<file path="src/rtl/gtp_pkg.sv">
// Package with the types, constants and helper functions of the go-to-pose controller.
`default_nettype none
package gtp_pkg;

  localparam int POS_W        = 32;
  localparam int CORDIC_STEPS = 16;
  localparam int STEP_W       = $clog2(CORDIC_STEPS);
  localparam int CW           = POS_W + 4;
  localparam int ZW           = 25;
  localparam int AW           = 19;
  localparam int CFG_IDX_W    = 4;

  localparam int IN_TDATA_W   = ((2 * POS_W + 16 + 7) / 8) * 8;
  localparam int OUT_TDATA_W  = 32;
  localparam int OUT_TUSER_W  = 3;

  localparam logic signed [AW-1:0] ANG_PI     = AW'(25736);
  localparam logic signed [AW-1:0] ANG_TWO_PI = AW'(51472);
  localparam logic signed [AW+1:0] ANG_ONE    = (AW+2)'(8192);
  localparam logic signed [ZW-1:0] FRAC_PI    = ZW'(3294199);
  localparam logic signed [ZW-1:0] Z_ROUND    = ZW'(64);

  localparam logic [CFG_IDX_W-1:0] REG_GOAL_X     = CFG_IDX_W'(0);
  localparam logic [CFG_IDX_W-1:0] REG_GOAL_Y     = CFG_IDX_W'(1);
  localparam logic [CFG_IDX_W-1:0] REG_GOAL_YAW   = CFG_IDX_W'(2);
  localparam logic [CFG_IDX_W-1:0] REG_POS_TOL    = CFG_IDX_W'(3);
  localparam logic [CFG_IDX_W-1:0] REG_YAW_TOL    = CFG_IDX_W'(4);
  localparam logic [CFG_IDX_W-1:0] REG_HEAD_GATE  = CFG_IDX_W'(5);
  localparam logic [CFG_IDX_W-1:0] REG_FWD_SPEED  = CFG_IDX_W'(6);
  localparam logic [CFG_IDX_W-1:0] REG_FB_PERIOD  = CFG_IDX_W'(7);

  localparam logic [1:0] ST_RUNNING   = 2'd0;
  localparam logic [1:0] ST_SUCCEEDED = 2'd1;
  localparam logic [1:0] ST_CANCELED  = 2'd2;
  localparam logic [1:0] ST_IDLE      = 2'd3;

  typedef enum logic [2:0] {
    S_IDLE,
    S_PREP,
    S_SUM,
    S_ITER,
    S_DECIDE
  } gtp_state_t;

  typedef struct packed {
    logic              load;
    logic              prep;
    logic              sum;
    logic              iter;
    logic              commit;
    logic [STEP_W-1:0] step;
  } gtp_cmd_t;

  // Arctangent of 2^-i, 20 fraction bits.
  function automatic logic signed [ZW-1:0] atan_lut(input logic [STEP_W-1:0] idx);
    logic [4:0] i;
    logic signed [ZW-1:0] v;
    i = 5'(idx);
    case (i)
      5'd0:  v = ZW'(823550);
      5'd1:  v = ZW'(486170);
      5'd2:  v = ZW'(256879);
      5'd3:  v = ZW'(130396);
      5'd4:  v = ZW'(65451);
      5'd5:  v = ZW'(32757);
      5'd6:  v = ZW'(16383);
      5'd7:  v = ZW'(8192);
      5'd8:  v = ZW'(4096);
      5'd9:  v = ZW'(2048);
      5'd10: v = ZW'(1024);
      5'd11: v = ZW'(512);
      5'd12: v = ZW'(256);
      5'd13: v = ZW'(128);
      5'd14: v = ZW'(64);
      5'd15: v = ZW'(32);
      5'd16: v = ZW'(16);
      5'd17: v = ZW'(8);
      5'd18: v = ZW'(4);
      5'd19: v = ZW'(2);
      5'd20: v = ZW'(1);
      default: v = '0;
    endcase
    return v;
  endfunction

  // Two steps of 2*pi each way cover every difference that can arise here.
  function automatic logic signed [AW-1:0] wrap_angle(input logic signed [AW-1:0] a);
    logic signed [AW-1:0] r;
    r = a;
    if (r > ANG_PI) r = r - ANG_TWO_PI;
    if (r > ANG_PI) r = r - ANG_TWO_PI;
    if (r < -ANG_PI) r = r + ANG_TWO_PI;
    if (r < -ANG_PI) r = r + ANG_TWO_PI;
    return r;
  endfunction

  function automatic logic [AW-1:0] abs_angle(input logic signed [AW-1:0] a);
    return a[AW-1] ? AW'(-a) : AW'(a);
  endfunction

  // Gain of two, clamped to plus or minus one.
  function automatic logic signed [14:0] turn_rate(input logic signed [AW-1:0] e);
    logic signed [AW+1:0] r;
    r = {e[AW-1], e, 1'b0};
    if (r > ANG_ONE) r = ANG_ONE;
    if (r < -ANG_ONE) r = -ANG_ONE;
    return r[14:0];
  endfunction

endpackage
`default_nettype wire

</file>
<file path="src/rtl/gtp_ctrl.sv">
// Sequencer of the go-to-pose controller: handshakes, phases and CORDIC step count.
`default_nettype none
module gtp_ctrl (
  input  wire                 clk,
  input  wire                 rst_n,
  input  wire                 in_tvalid,
  output logic                in_tready,
  output logic                out_tvalid,
  input  wire                 out_tready,
  output gtp_pkg::gtp_cmd_t   cmd
);
  import gtp_pkg::*;

  gtp_state_t        state_r, state_nxt;
  logic [STEP_W-1:0] step_r, step_nxt;
  logic              out_valid_r, out_valid_nxt;
  logic              out_free;

  localparam logic [STEP_W-1:0] LAST_STEP = STEP_W'(CORDIC_STEPS - 1);

  assign out_free = !out_valid_r || out_tready;

  always_comb begin
    state_nxt = state_r;
    case (state_r)
      S_IDLE:   if (in_tvalid) state_nxt = S_PREP;
      S_PREP:   state_nxt = S_SUM;
      S_SUM:    state_nxt = S_ITER;
      S_ITER:   if (step_r == LAST_STEP) state_nxt = S_DECIDE;
      S_DECIDE: if (out_free) state_nxt = S_IDLE;
      default:  state_nxt = S_IDLE;
    endcase
  end

  always_comb begin
    cmd        = '0;
    cmd.step   = step_r;
    in_tready  = 1'b0;
    step_nxt   = step_r;
    case (state_r)
      S_IDLE: begin
        in_tready = 1'b1;
        cmd.load  = in_tvalid;
      end
      S_PREP: cmd.prep = 1'b1;
      S_SUM: begin
        cmd.sum  = 1'b1;
        step_nxt = '0;
      end
      S_ITER: begin
        cmd.iter = 1'b1;
        step_nxt = step_r + 1'b1;
      end
      S_DECIDE: cmd.commit = out_free;
      default: ;
    endcase
    out_valid_nxt = cmd.commit ? 1'b1 : (out_tready ? 1'b0 : out_valid_r);
  end

  assign out_tvalid = out_valid_r;

  always_ff @(posedge clk) begin
    if (!rst_n) begin
      state_r     <= S_IDLE;
      step_r      <= '0;
      out_valid_r <= 1'b0;
    end else begin
      state_r     <= state_nxt;
      step_r      <= step_nxt;
      out_valid_r <= out_valid_nxt;
    end
  end

endmodule
`default_nettype wire

</file>
<file path="src/rtl/gtp_dp.sv">
// Datapath of the go-to-pose controller: registers, distance test, CORDIC and decision.
`default_nettype none
module gtp_dp (
  input  wire                              clk,
  input  wire                              rst_n,
  input  gtp_pkg::gtp_cmd_t                cmd,
  input  wire [gtp_pkg::IN_TDATA_W-1:0]    in_tdata,
  input  wire                              in_tuser,
  output logic [gtp_pkg::OUT_TDATA_W-1:0]  out_tdata,
  output logic [gtp_pkg::OUT_TUSER_W-1:0]  out_tuser,
  input  wire                              cfg_valid,
  input  wire [gtp_pkg::CFG_IDX_W-1:0]     cfg_index,
  input  wire [gtp_pkg::POS_W-1:0]         cfg_data
);
  import gtp_pkg::*;

  // Configuration and persistent state.
  logic signed [POS_W-1:0] goal_x_r, goal_y_r;
  logic signed [15:0]      goal_yaw_r;
  logic [15:0]             pos_tol_r;
  logic [14:0]             yaw_tol_r, head_gate_r;
  logic [13:0]             fwd_speed_r;
  logic [7:0]              fb_period_r;
  logic [7:0]              tick_r, tick_nxt;
  logic                    finished_r, finished_nxt;

  // Per-tick working registers.
  logic signed [15:0]      pyaw_r;
  logic                    cancel_r;
  logic signed [POS_W:0]   dx_r, dy_r;
  logic                    big_r, far_r;
  logic [31:0]             sqx_r, sqy_r, tolsq_r;
  logic signed [CW-1:0]    x_r, y_r;
  logic signed [ZW-1:0]    z_r;

  // Result registers.
  logic [13:0]             lin_r, lin_nxt;
  logic signed [14:0]      ang_r, ang_nxt;
  logic [1:0]              status_r, status_nxt;
  logic                    fb_r, fb_nxt;

  logic signed [POS_W-1:0] px, py;
  logic [POS_W:0]          adx, ady;
  logic signed [CW-1:0]    xe, ye, xs, ys;
  logic signed [ZW-1:0]    zr;
  logic signed [AW-1:0]    herr, yerr;
  logic [7:0]              tick_inc;
  logic                    cfg_hit;

  assign px = in_tdata[POS_W-1:0];
  assign py = in_tdata[2*POS_W-1:POS_W];

  assign adx = dx_r[POS_W] ? (POS_W+1)'(-dx_r) : (POS_W+1)'(dx_r);
  assign ady = dy_r[POS_W] ? (POS_W+1)'(-dy_r) : (POS_W+1)'(dy_r);

  assign xe = CW'(dx_r);
  assign ye = CW'(dy_r);
  assign xs = x_r >>> cmd.step;
  assign ys = y_r >>> cmd.step;

  assign zr   = (z_r + Z_ROUND) >>> 7;
  assign herr = wrap_angle(AW'(zr[AW-1:0]) - AW'(pyaw_r));
  assign yerr = wrap_angle(AW'(goal_yaw_r) - AW'(pyaw_r));

  assign tick_inc = tick_r + 8'd1;
  assign cfg_hit  = cfg_valid && (cfg_index <= REG_FB_PERIOD);

  always_comb begin
    lin_nxt      = '0;
    ang_nxt      = '0;
    status_nxt   = ST_RUNNING;
    fb_nxt       = 1'b0;
    tick_nxt     = tick_r;
    finished_nxt = finished_r;
    if (finished_r) begin
      status_nxt = ST_IDLE;
    end else if (cancel_r) begin
      finished_nxt = 1'b1;
      status_nxt   = ST_CANCELED;
    end else begin
      tick_nxt = tick_inc;
      if (tick_inc >= fb_period_r) begin
        fb_nxt   = 1'b1;
        tick_nxt = '0;
      end
      if (far_r) begin
        ang_nxt = turn_rate(herr);
        if (abs_angle(herr) < AW'(head_gate_r)) lin_nxt = fwd_speed_r;
      end else if (abs_angle(yerr) > AW'(yaw_tol_r)) begin
        ang_nxt = turn_rate(yerr);
      end else begin
        finished_nxt = 1'b1;
        status_nxt   = ST_SUCCEEDED;
      end
    end
  end

  // Configuration, tick counter and finished flag.
  always_ff @(posedge clk) begin
    if (!rst_n) begin
      goal_x_r    <= '0;
      goal_y_r    <= '0;
      goal_yaw_r  <= '0;
      pos_tol_r   <= 16'd4915;
      yaw_tol_r   <= 15'd1430;
      head_gate_r <= 15'd1638;
      fwd_speed_r <= 14'd1638;
      fb_period_r <= 8'd10;
      tick_r      <= '0;
      finished_r  <= 1'b0;
    end else if (cfg_hit) begin
      case (cfg_index)
        REG_GOAL_X:    goal_x_r    <= cfg_data;
        REG_GOAL_Y:    goal_y_r    <= cfg_data;
        REG_GOAL_YAW:  goal_yaw_r  <= cfg_data[15:0];
        REG_POS_TOL:   pos_tol_r   <= cfg_data[15:0];
        REG_YAW_TOL:   yaw_tol_r   <= cfg_data[14:0];
        REG_HEAD_GATE: head_gate_r <= cfg_data[14:0];
        REG_FWD_SPEED: fwd_speed_r <= cfg_data[13:0];
        REG_FB_PERIOD: fb_period_r <= cfg_data[7:0];
        default: ;
      endcase
      tick_r     <= '0;
      finished_r <= 1'b0;
    end else if (cmd.commit) begin
      tick_r     <= tick_nxt;
      finished_r <= finished_nxt;
    end
  end

  // Working registers and results.
  always_ff @(posedge clk) begin
    if (cmd.load) begin
      pyaw_r   <= in_tdata[2*POS_W+15:2*POS_W];
      cancel_r <= in_tuser;
      dx_r     <= (POS_W+1)'(goal_x_r) - (POS_W+1)'(px);
      dy_r     <= (POS_W+1)'(goal_y_r) - (POS_W+1)'(py);
    end
    if (cmd.prep) begin
      big_r   <= (adx > (POS_W+1)'(pos_tol_r)) || (ady > (POS_W+1)'(pos_tol_r));
      sqx_r   <= adx[15:0] * adx[15:0];
      sqy_r   <= ady[15:0] * ady[15:0];
      tolsq_r <= pos_tol_r * pos_tol_r;
      if (dx_r < 0) begin
        x_r <= -xe;
        y_r <= -ye;
        z_r <= (dy_r >= 0) ? FRAC_PI : -FRAC_PI;
      end else begin
        x_r <= xe;
        y_r <= ye;
        z_r <= '0;
      end
    end
    if (cmd.sum) begin
      far_r <= big_r || ((33'(sqx_r) + 33'(sqy_r)) > 33'(tolsq_r));
    end
    if (cmd.iter) begin
      if (y_r > 0) begin
        x_r <= x_r + ys;
        y_r <= y_r - xs;
        z_r <= z_r + atan_lut(cmd.step);
      end else begin
        x_r <= x_r - ys;
        y_r <= y_r + xs;
        z_r <= z_r - atan_lut(cmd.step);
      end
    end
    if (cmd.commit) begin
      lin_r    <= lin_nxt;
      ang_r    <= ang_nxt;
      status_r <= status_nxt;
      fb_r     <= fb_nxt;
    end
  end

  assign out_tdata = {3'b000, ang_r, lin_r};
  assign out_tuser = {fb_r, status_r};

endmodule
`default_nettype wire

</file>
<file path="src/rtl/go_to_pose_controller.sv">
// Top level of the go-to-pose controller: sequencer plus datapath.
// A taken request passes through the prepare, sum, CORDIC iteration and decision phases.
// A new request is taken only after the decision phase of the last one, as the CORDIC is iterative.
// A result waiting at the output holds the block in its decision phase until taken.
// Reset (rst_n low at a clock edge, synchronous) restores the default configuration,
// clears the tick counter and finished flag, and empties the output register.
`default_nettype none
module go_to_pose_controller (
  input  wire                              clk,
  input  wire                              rst_n,
  // Pose request: tdata = pose_x [31:0], pose_y [63:32], pose_yaw [79:64].
  input  wire                              in_tvalid,
  output logic                             in_tready,
  input  wire [gtp_pkg::IN_TDATA_W-1:0]    in_tdata,
  // tuser = cancel_request.
  input  wire                              in_tuser,
  // Command: tdata = linear_velocity [13:0], angular_velocity [28:14], zero padding.
  output logic                             out_tvalid,
  input  wire                              out_tready,
  output logic [gtp_pkg::OUT_TDATA_W-1:0]  out_tdata,
  // tuser = goal_status [1:0], feedback_due [2].
  output logic [gtp_pkg::OUT_TUSER_W-1:0]  out_tuser,
  // Register writes; indexes beyond the list are ignored.
  input  wire                              cfg_valid,
  output logic                             cfg_ready,
  input  wire [gtp_pkg::CFG_IDX_W-1:0]     cfg_index,
  input  wire [gtp_pkg::POS_W-1:0]         cfg_data
);
  import gtp_pkg::*;

  gtp_cmd_t cmd;

  // Writes must arrive only between ticks; the block does not enforce this, and the port always takes them.
  assign cfg_ready = 1'b1;

  gtp_ctrl u_ctrl (
    .clk        (clk),
    .rst_n      (rst_n),
    .in_tvalid  (in_tvalid),
    .in_tready  (in_tready),
    .out_tvalid (out_tvalid),
    .out_tready (out_tready),
    .cmd        (cmd)
  );

  gtp_dp u_dp (
    .clk       (clk),
    .rst_n     (rst_n),
    .cmd       (cmd),
    .in_tdata  (in_tdata),
    .in_tuser  (in_tuser),
    .out_tdata (out_tdata),
    .out_tuser (out_tuser),
    .cfg_valid (cfg_valid),
    .cfg_index (cfg_index),
    .cfg_data  (cfg_data)
  );

endmodule
`default_nettype wire

</file>
<file path="config.mk">
export PLATFORM = sky130hd
export DESIGN_NAME = go_to_pose_controller
export DESIGN_NICKNAME = d
export VERILOG_FILES = /design/src/rtl/gtp_pkg.sv /design/src/rtl/gtp_ctrl.sv /design/src/rtl/gtp_dp.sv /design/src/rtl/go_to_pose_controller.sv
export SDC_FILE = /design/constraint.sdc
export NUM_CORES = 2
export LEC_CHECK = 0
export ABC_AREA = 1
export BUFFER_PORTS_ARGS = -buffer_cell sky130_fd_sc_hd__buf_2
export CORE_MARGIN = 2
export CORE_UTILIZATION = 25
export DETAILED_ROUTE_END_ITERATION = 10
export PLACE_DENSITY_LB_ADDON = 0.2
export SLEW_MARGIN = 15
export SYNTH_ARGS = -nofsm -noshare
export SYNTH_HDL_FRONTEND = slang
export SYNTH_SLANG_ARGS = --single-unit
</file>
<file path="constraint.sdc">
create_clock -name clk -period 12.4 [get_ports clk]
set_input_delay 0 -clock clk [delete_from_list [all_inputs] [get_ports clk]]
set_output_delay 0 -clock clk [all_outputs]
set_load 0.01 [all_outputs]
</file>
Word level (Yosys, flattened, before mapping)

Memories as Yosys holds them, arrays and structs flattened. A register that Yosys moved wholly into a read port is not among the register bits.
Cells that the tools add are included.

Equal/unequal tests: 15
Mux-type cells: 68
Multiply operators: 3
Add/sub/neg operators: 28
Bitwise operators: 5
Shifts and indexed selects: 2
Magnitude comparators: 22
Reductions and logical operators: 23

Operators by type and width:

| kind                   | number |
|---|---|
| $mux 36                | 8 |
| $mux 25                | 9 |
| $mux 19                | 10 |
| $mux 21                | 9 |
| $mul 16x16->32         | 3 |
| $add 19x17->19 const B | 4 |
| $gt 19x16->1 const B   | 4 |
| $lt 19x16->1 const B   | 4 |
| $sub 19x17->19 const B | 4 |
| $add 36x36->36         | 2 |
| $neg 33->36            | 2 |
| $sshr 36x4->36         | 2 |
| $sub 36x36->36         | 2 |
| $gt 33x16->1           | 2 |
| $mux 33                | 2 |
| $neg 33->33            | 2 |
| $sub 32x32->33         | 2 |
| $mux 15                | 4 |
| $lt 21x14->1 const B   | 2 |
| $gt 20x15->1 const B   | 2 |
| $neg 19->19            | 2 |
| $gt 36x1->1 const B    | 1 |
| $add 32x32->33         | 1 |
| $ge 33x1->1 const B    | 1 |
| other kinds (39)       | 82 |

Memories kept: 2
Memory bits (read-only): 640
Bits in registers: 475
Output and inout port bits: 38

Memory list:

| memory           | words | bits a word | read ports | clocked after memory_dff | wr ports | RTL line      | RTL |
|---|---|---|---|---|---|---|---|
| (name not given) | 16    | 20          | 1          | 1                        | 0        | gtp_pkg.sv:59 | `case (i)` |
| (name not given) | 16    | 20          | 1          | 1                        | 0        | gtp_pkg.sv:59 |  |

Logic depth before layout (Yosys ltp)

Depth after elaboration: 20
Depth in mapped cells: 80
Gate-level depth less buffers: 75

Cells and area by module

A second synthesis with hierarchy kept.

Cells, all modules: 8241
Area, all modules: 61631.6 µm²

Modules (own cells, without submodules):

| module                | times used | area each (µm²) | sequential area each (µm²) | cells each |
|---|---|---|---|---|
| gtp_dp                | 1          | 61163.7         | 12331.8                    | 8175 |
| gtp_ctrl              | 1          | 456.7           | 160.2                      | 64 |
| go_to_pose_controller | 1          | 11.3            | 0.0                        | 2 |

Least setup slack after synthesis

OpenSTA, ideal clock, no wires.

Path kind: register -> register
From: register u_dp.dy_r[0]
To: register u_dp.sqy_r[31] (data pin)
Slack: 3629 ps
Cell stages (with the launch flop): 47
Required time: 12140 ps
Arrival: 8510 ps
Buffers on the path: 2
Library setup time: 260 ps
Path through: edfxtp_1 -> inv_1 -> clkbuf_1 -> ha_1 -> nand2_1 -> nor4_1 -> nand3b_1 -> nor2_1 -> inv_1 -> nor2_1 -> xor2_1 -> or2_2 -> o21ai_0 -> inv_1 -> clkbuf_1 -> nor2_1 -> fa_1 -> inv_1 -> (+11 left out) -> a21oi_1 -> o21bai_1 -> a21oi_1 -> o21bai_1 -> nand2_1 -> nand2_1 -> a21oi_1 -> o21ai_0 -> inv_1 -> nor3_1 -> nor2_1 -> o21ai_0 -> nand3_1 -> nand2_1 -> a21oi_1 -> nor2_1 -> nor2_1 -> xor2_1

Cells in the longest elaborated chain, start to end: 3

RTL lines:

| element                  | RTL line      | RTL |
|---|---|---|
| start: declaration       | gtp_dp.sv:30  | `logic signed [POS_W:0] dx_r, dy_r;` |
| start signal: assignment | gtp_dp.sv:137 | `dy_r <= (POS_W+1)'(goal_y_r) - (POS_W+1)'(py);` |
| $neg 33->33              | gtp_dp.sv:54  | `assign ady = dy_r[POS_W] ? (POS_W+1)'(-dy_r) : (POS_W+1)'(dy_r);` |
| $mux 33 *                | gtp_dp.sv:54  |  |
| $mul 16x16->32 *         | gtp_dp.sv:142 | `sqy_r <= ady[15:0] * ady[15:0];` |
| end signal: assignment   | gtp_dp.sv:142 |  |
| end: declaration         | gtp_dp.sv:32  | `logic [31:0] sqx_r, sqy_r, tolsq_r;` |

Every way passes the cells marked *; elsewhere a longest branch is shown, timed or not.
A chain may end at the register's enable or synchronous reset.

Final worst setup path

From: register u_dp.z_r[6]
To: register u_dp.lin_r[6] (data pin)

Cells in the longest elaborated chain, start to end: 15

RTL lines:

| element                                               | RTL line      | RTL |
|---|---|---|
| start: declaration                                    | gtp_dp.sv:34  | `logic signed [ZW-1:0] z_r;` |
| start signal: assignment                              | gtp_dp.sv:147 | `z_r <= (dy_r >= 0) ? FRAC_PI : -FRAC_PI;` |
| start signal: assignment                              | gtp_dp.sv:161 | `z_r <= z_r + atan_lut(cmd.step);` |
| start signal: assignment                              | gtp_dp.sv:165 | `z_r <= z_r - atan_lut(cmd.step);` |
| $add 25x8->25 *                                       | gtp_dp.sv:61  | `assign zr = (z_r + Z_ROUND) >>> 7;` |
| $sub 18x16->19 *                                      | gtp_dp.sv:62  | `assign herr = wrap_angle(AW'(zr[AW-1:0]) - AW'(pyaw_r));` |
| $sub 19x17->19 / $gt 19x16->1 (equally long branches) | gtp_pkg.sv:90 | `if (r > ANG_PI) r = r - ANG_TWO_PI;` |
| $mux 19 *                                             | gtp_pkg.sv:90 |  |
| $sub 19x17->19 / $gt 19x16->1 (equally long branches) | gtp_pkg.sv:91 | `if (r > ANG_PI) r = r - ANG_TWO_PI;` |
| $mux 19 *                                             | gtp_pkg.sv:91 |  |
| $add 19x17->19 / $lt 19x16->1 (equally long branches) | gtp_pkg.sv:92 | `if (r < -ANG_PI) r = r + ANG_TWO_PI;` |
| $mux 19 *                                             | gtp_pkg.sv:92 |  |
| $add 19x17->19 / $lt 19x16->1 (equally long branches) | gtp_pkg.sv:93 | `if (r < -ANG_PI) r = r + ANG_TWO_PI;` |
| $mux 19 *                                             | gtp_pkg.sv:93 |  |
| $neg 19->19                                           | gtp_pkg.sv:98 | `return a[AW-1] ? AW'(-a) : AW'(a);` |
| $mux 19 *                                             | gtp_pkg.sv:98 |  |
| $lt 19x15->1 *                                        | gtp_dp.sv:88  | `if (abs_angle(herr) < AW'(head_gate_r)) lin_nxt = fwd_speed_r;` |
| $not 1->1 (no source line) *                          | --            |  |
| $reduce_or 4->1 (no source line) *                    | --            |  |
| end signal: assignment                                | gtp_dp.sv:169 | `lin_r <= lin_nxt;` |
| end: declaration                                      | gtp_dp.sv:37  | `logic [13:0] lin_r, lin_nxt;` |

Marks and branches as above.

==> summary.md <==
| Metric | Value |
|---|---|
| Status | completed |
| Layout fillers | 26,708 |
| TritonCTS clock tree | yes |
| Met3 Track Usage GR | 1.483% |
| Area of the multi-input gates | 41,740 µm² |
| Maximum fanout along the worst path | 23 |
| CTS Buffer Depth | 3 |
| Num Clock Sinks | 491 |
| RSZ-0062 raised after global routing | false |
| GR met1 Demand/Resource | 20.68% |
| Row count | 182 |
| Ys flop type | edfxtp_1 |
| Worst skew pair latency | 0.69 ns |
| TritonCTS Buffers | 69 |
| Final wirelength | 200,500 µm |
| Relative slew slack | 29.05% |
| Drt pass-1 iters | 5 |
| Slew @ Worst Pin | 1.053 ns |
| Slowest cell on crit path | ha_2 |
| Fin crit share | 88.30% |
| CTS H-tree depth | 3 |
| CP required | 12.91 ns |
| Setup crit end kind | register |
| Die ar. | 250,700 µm² |
| Fin util | 28.35% |
| DR vias | 52,750 |
| Ports | 160 |
| Yosys warnings | 0 |
| GR Layer Usage met2 | 27.35% |
| Commonest non-fill, non-tap cell in the layout | inv_1 |
| Overflow after GRT | 0 |
| Vias in the first global route | 53,514 |
| Post-Syn Instances | 8,200 |
| Worst clock skew | 0.04712 ns |
| I/O Buffers | 154 |
| P&R area growth vs syn | 12.94% |
| Die Width | 500.7 µm |
| Max Fclk | 91.34 MHz |
| Final ANT Viol Nets | 0 |
| CP most frequent cell | nand2_1 |
| Setup crit start kind | register |
| Synth Cell Area | 61,670 µm² |
| CP top delay family | simple AND/OR/NAND/NOR gates |
| Minimum clock period | 10.95 ns |
| Final GP Congestion | 0.8597 |
| Syn avg cell area | 7.521 µm² |
| Largest net degree at the start of global routing | 78 |
| DRC errors left | 0 |
| Tot GR Track Use | 15.85% |
| Commonest non-fill, non-tap cells in the layout | inv_1 (1,622), nand2_1 (1,550), nor2_1 (689) |
| Synth cell types | 70 |
| Nets@finish | 9,652 |
| EDFF count, synth | 306 |
| Final setup viols | 0 |
| HPWL after DPL | 160,300 µm |
| Sequential fraction of the synthesis area | 20.91% |
| Setup TNS | 0 ns |
| Final Hold Fails | 0 |
| Dpl cells | 11,421 |
| Initial drt markers | 2,753 |
| Core outline area | 245,700 µm² |
| Fin cells | 11,673 |
| FF+latch count, synth | 491 |
| Global-route wire length before repair | 309,600 µm |
| Worst Path Class, Setup | register to register |
| Async S/R FF share, synth | 0% |
| Worst Hold Class | input pin to register |
| Pins Over Slew Limit | 0 |
| Initial core utilization | 25.10% |
| Initial antenna violation count | 12 |
| Share of layout cells above drive strength 1 | 5.645% |
| Most Used Layer, Global Route | met2 |
| Max Cap Viol | 0 |
| Max incr delay on CP | 0.55 ns |
| Hold slack | 0.04110 ns |
| Buffers plus inverters on the worst setup path | 8 |
| Register area | 12,900 µm² |
| Vias per cell | 4.519 |
| Clk root buf | clkbuf_16 |
| DIE HEIGHT | 500.7 µm |
| Wire per inst | 17.17 µm |
| Reg clk slew, reported paths | 0.06 ns |
| Crit path DAT | 11.46 ns |
synth_stat cells (all sizes together), types with 2 or more instances:
| library cell | number | area share (%) |
|---|---|---|
| and3 | 2 | 0.020 |
| nand2 | 1598 | 9.9 |
| a22oi | 5 | 0.061 |
| a21oi | 519 | 4.2 |
| o41ai | 3 | 0.043 |
| a211oi | 19 | 0.23 |
| xnor2 | 136 | 1.9 |
| o22ai | 16 | 0.16 |
| o22a | 4 | 0.057 |
| buf | 46 | 0.44 |
| o221ai | 3 | 0.043 |
| mux2i | 59 | 0.96 |
| o2111ai | 5 | 0.071 |
| o21bai | 30 | 0.37 |
| inv | 1636 | 10 |
| a21o | 19 | 0.23 |
| conb | 2 | 0.012 |
| xor2 | 308 | 4.4 |
| a31oi | 24 | 0.24 |
| nor4 | 22 | 0.22 |
| nand4 | 97 | 0.98 |
| o32ai | 3 | 0.043 |
| nand3 | 288 | 2.4 |
| dfxtp | 185 | 6.0 |
| nor3 | 78 | 0.64 |
| o21a | 5 | 0.061 |
| o31ai | 17 | 0.21 |
| nand3b | 20 | 0.25 |
| a221oi | 4 | 0.057 |
| a21boi | 9 | 0.11 |
| edfxtp | 306 | 15 |
| or2 | 18 | 0.18 |
| nor2 | 717 | 4.5 |
| fa | 500 | 16 |
| ha | 637 | 13 |
| and2 | 9 | 0.091 |
| o21ai | 598 | 4.9 |
| clkbuf | 185 | 1.1 |
| clkinv | 14 | 0.085 |
| o211ai | 41 | 0.50 |
path summary, 6_finish.rpt:
| kind | start | end | slack, ns | cells after the start |
|---|---|---|---|---|
| max | u_dp.z_r[6] | u_dp.lin_r[6] | 1.45 | 68 |
| min | in_tdata[3] | u_dp.dx_r[4] | 0.04 | 5 |
| max reg2reg | u_dp.z_r[6] | u_dp.lin_r[6] | 1.45 | 68 |
| min reg2reg | u_dp.goal_y_r[9] | u_dp.goal_y_r[9] | 0.45 | 2 |
flip-flops by register name, indices dropped and copies added (netlist names), 25 cells and up, named ones only:
signal         count
u_dp.x_r          36
u_dp.y_r          36
u_dp.dx_r         33
u_dp.dy_r         33
u_dp.goal_x_r     32
u_dp.goal_y_r     32
u_dp.sqx_r        31
u_dp.sqy_r        31
u_dp.tolsq_r      31
u_dp.z_r          25
per-layer routing:
layer  up-vias  wire length, µm  share of wire, %
met1     25215            91480                46
met2       800            96010                48
li1      26518                -                 -
met5         -                0                 0
met3       217             6272               3.1
met4         0             6724               3.4
final cells by class:
type / instances / area share [%]
multi-input cells: 5831 / 59.92
flip-flops and latches: 491 / 18.51
inverters: 1650 / 8.892
well taps: 3220 / 5.784
repair buffers: 350 / 3.650
clock buffers: 89 / 2.720
clock inverters: 39 / 0.5066
diodes: 3 / 0.01078
timing repair:
action	4_1_cts	5_1_grt
resized for setup	0	2
setup buffers	0	2
setup endpoints to repair	0	14
endpoints found under the hold margin	213	0
hold buffers	119	0
metrics by stage:
stage,area (µm²),worst slack (ns)
CTS,69620,0.8235
detailed placement,66180,0.9039
floorplan,61680,3.629
finish,69650,1.451
global placement,66180,1.043
global route,69650,0.04210
cell families (layout without fill, tap and decap cells):
kind of cell | Yosys count | in the layout | share of synthesized area [%]
compound gates | 1333 | 1333 | 11.72
fa+ha+maj | 1137 | 1137 | 29.15
xor+xnor | 444 | 444 | 6.336
flops | 491 | 491 | 20.91
simple gates | 2853 | 2853 | 19.30
mux | 59 | 59 | 0.9576
other cells | 2 | 8 | 0.01218
buf+inv | 1881 | 2128 | 11.61
tightest hold or removal path, stage by stage:
cell	delay, ns
buf_2	0.16
inv_1	0.08
ha_1	0.16
a221oi_1	0.07
xnor2_1	0.14
Power is left out: the tool's default activity adds up to more than one toggle a clock period on the data nets, which glitch-free logic cannot reach.
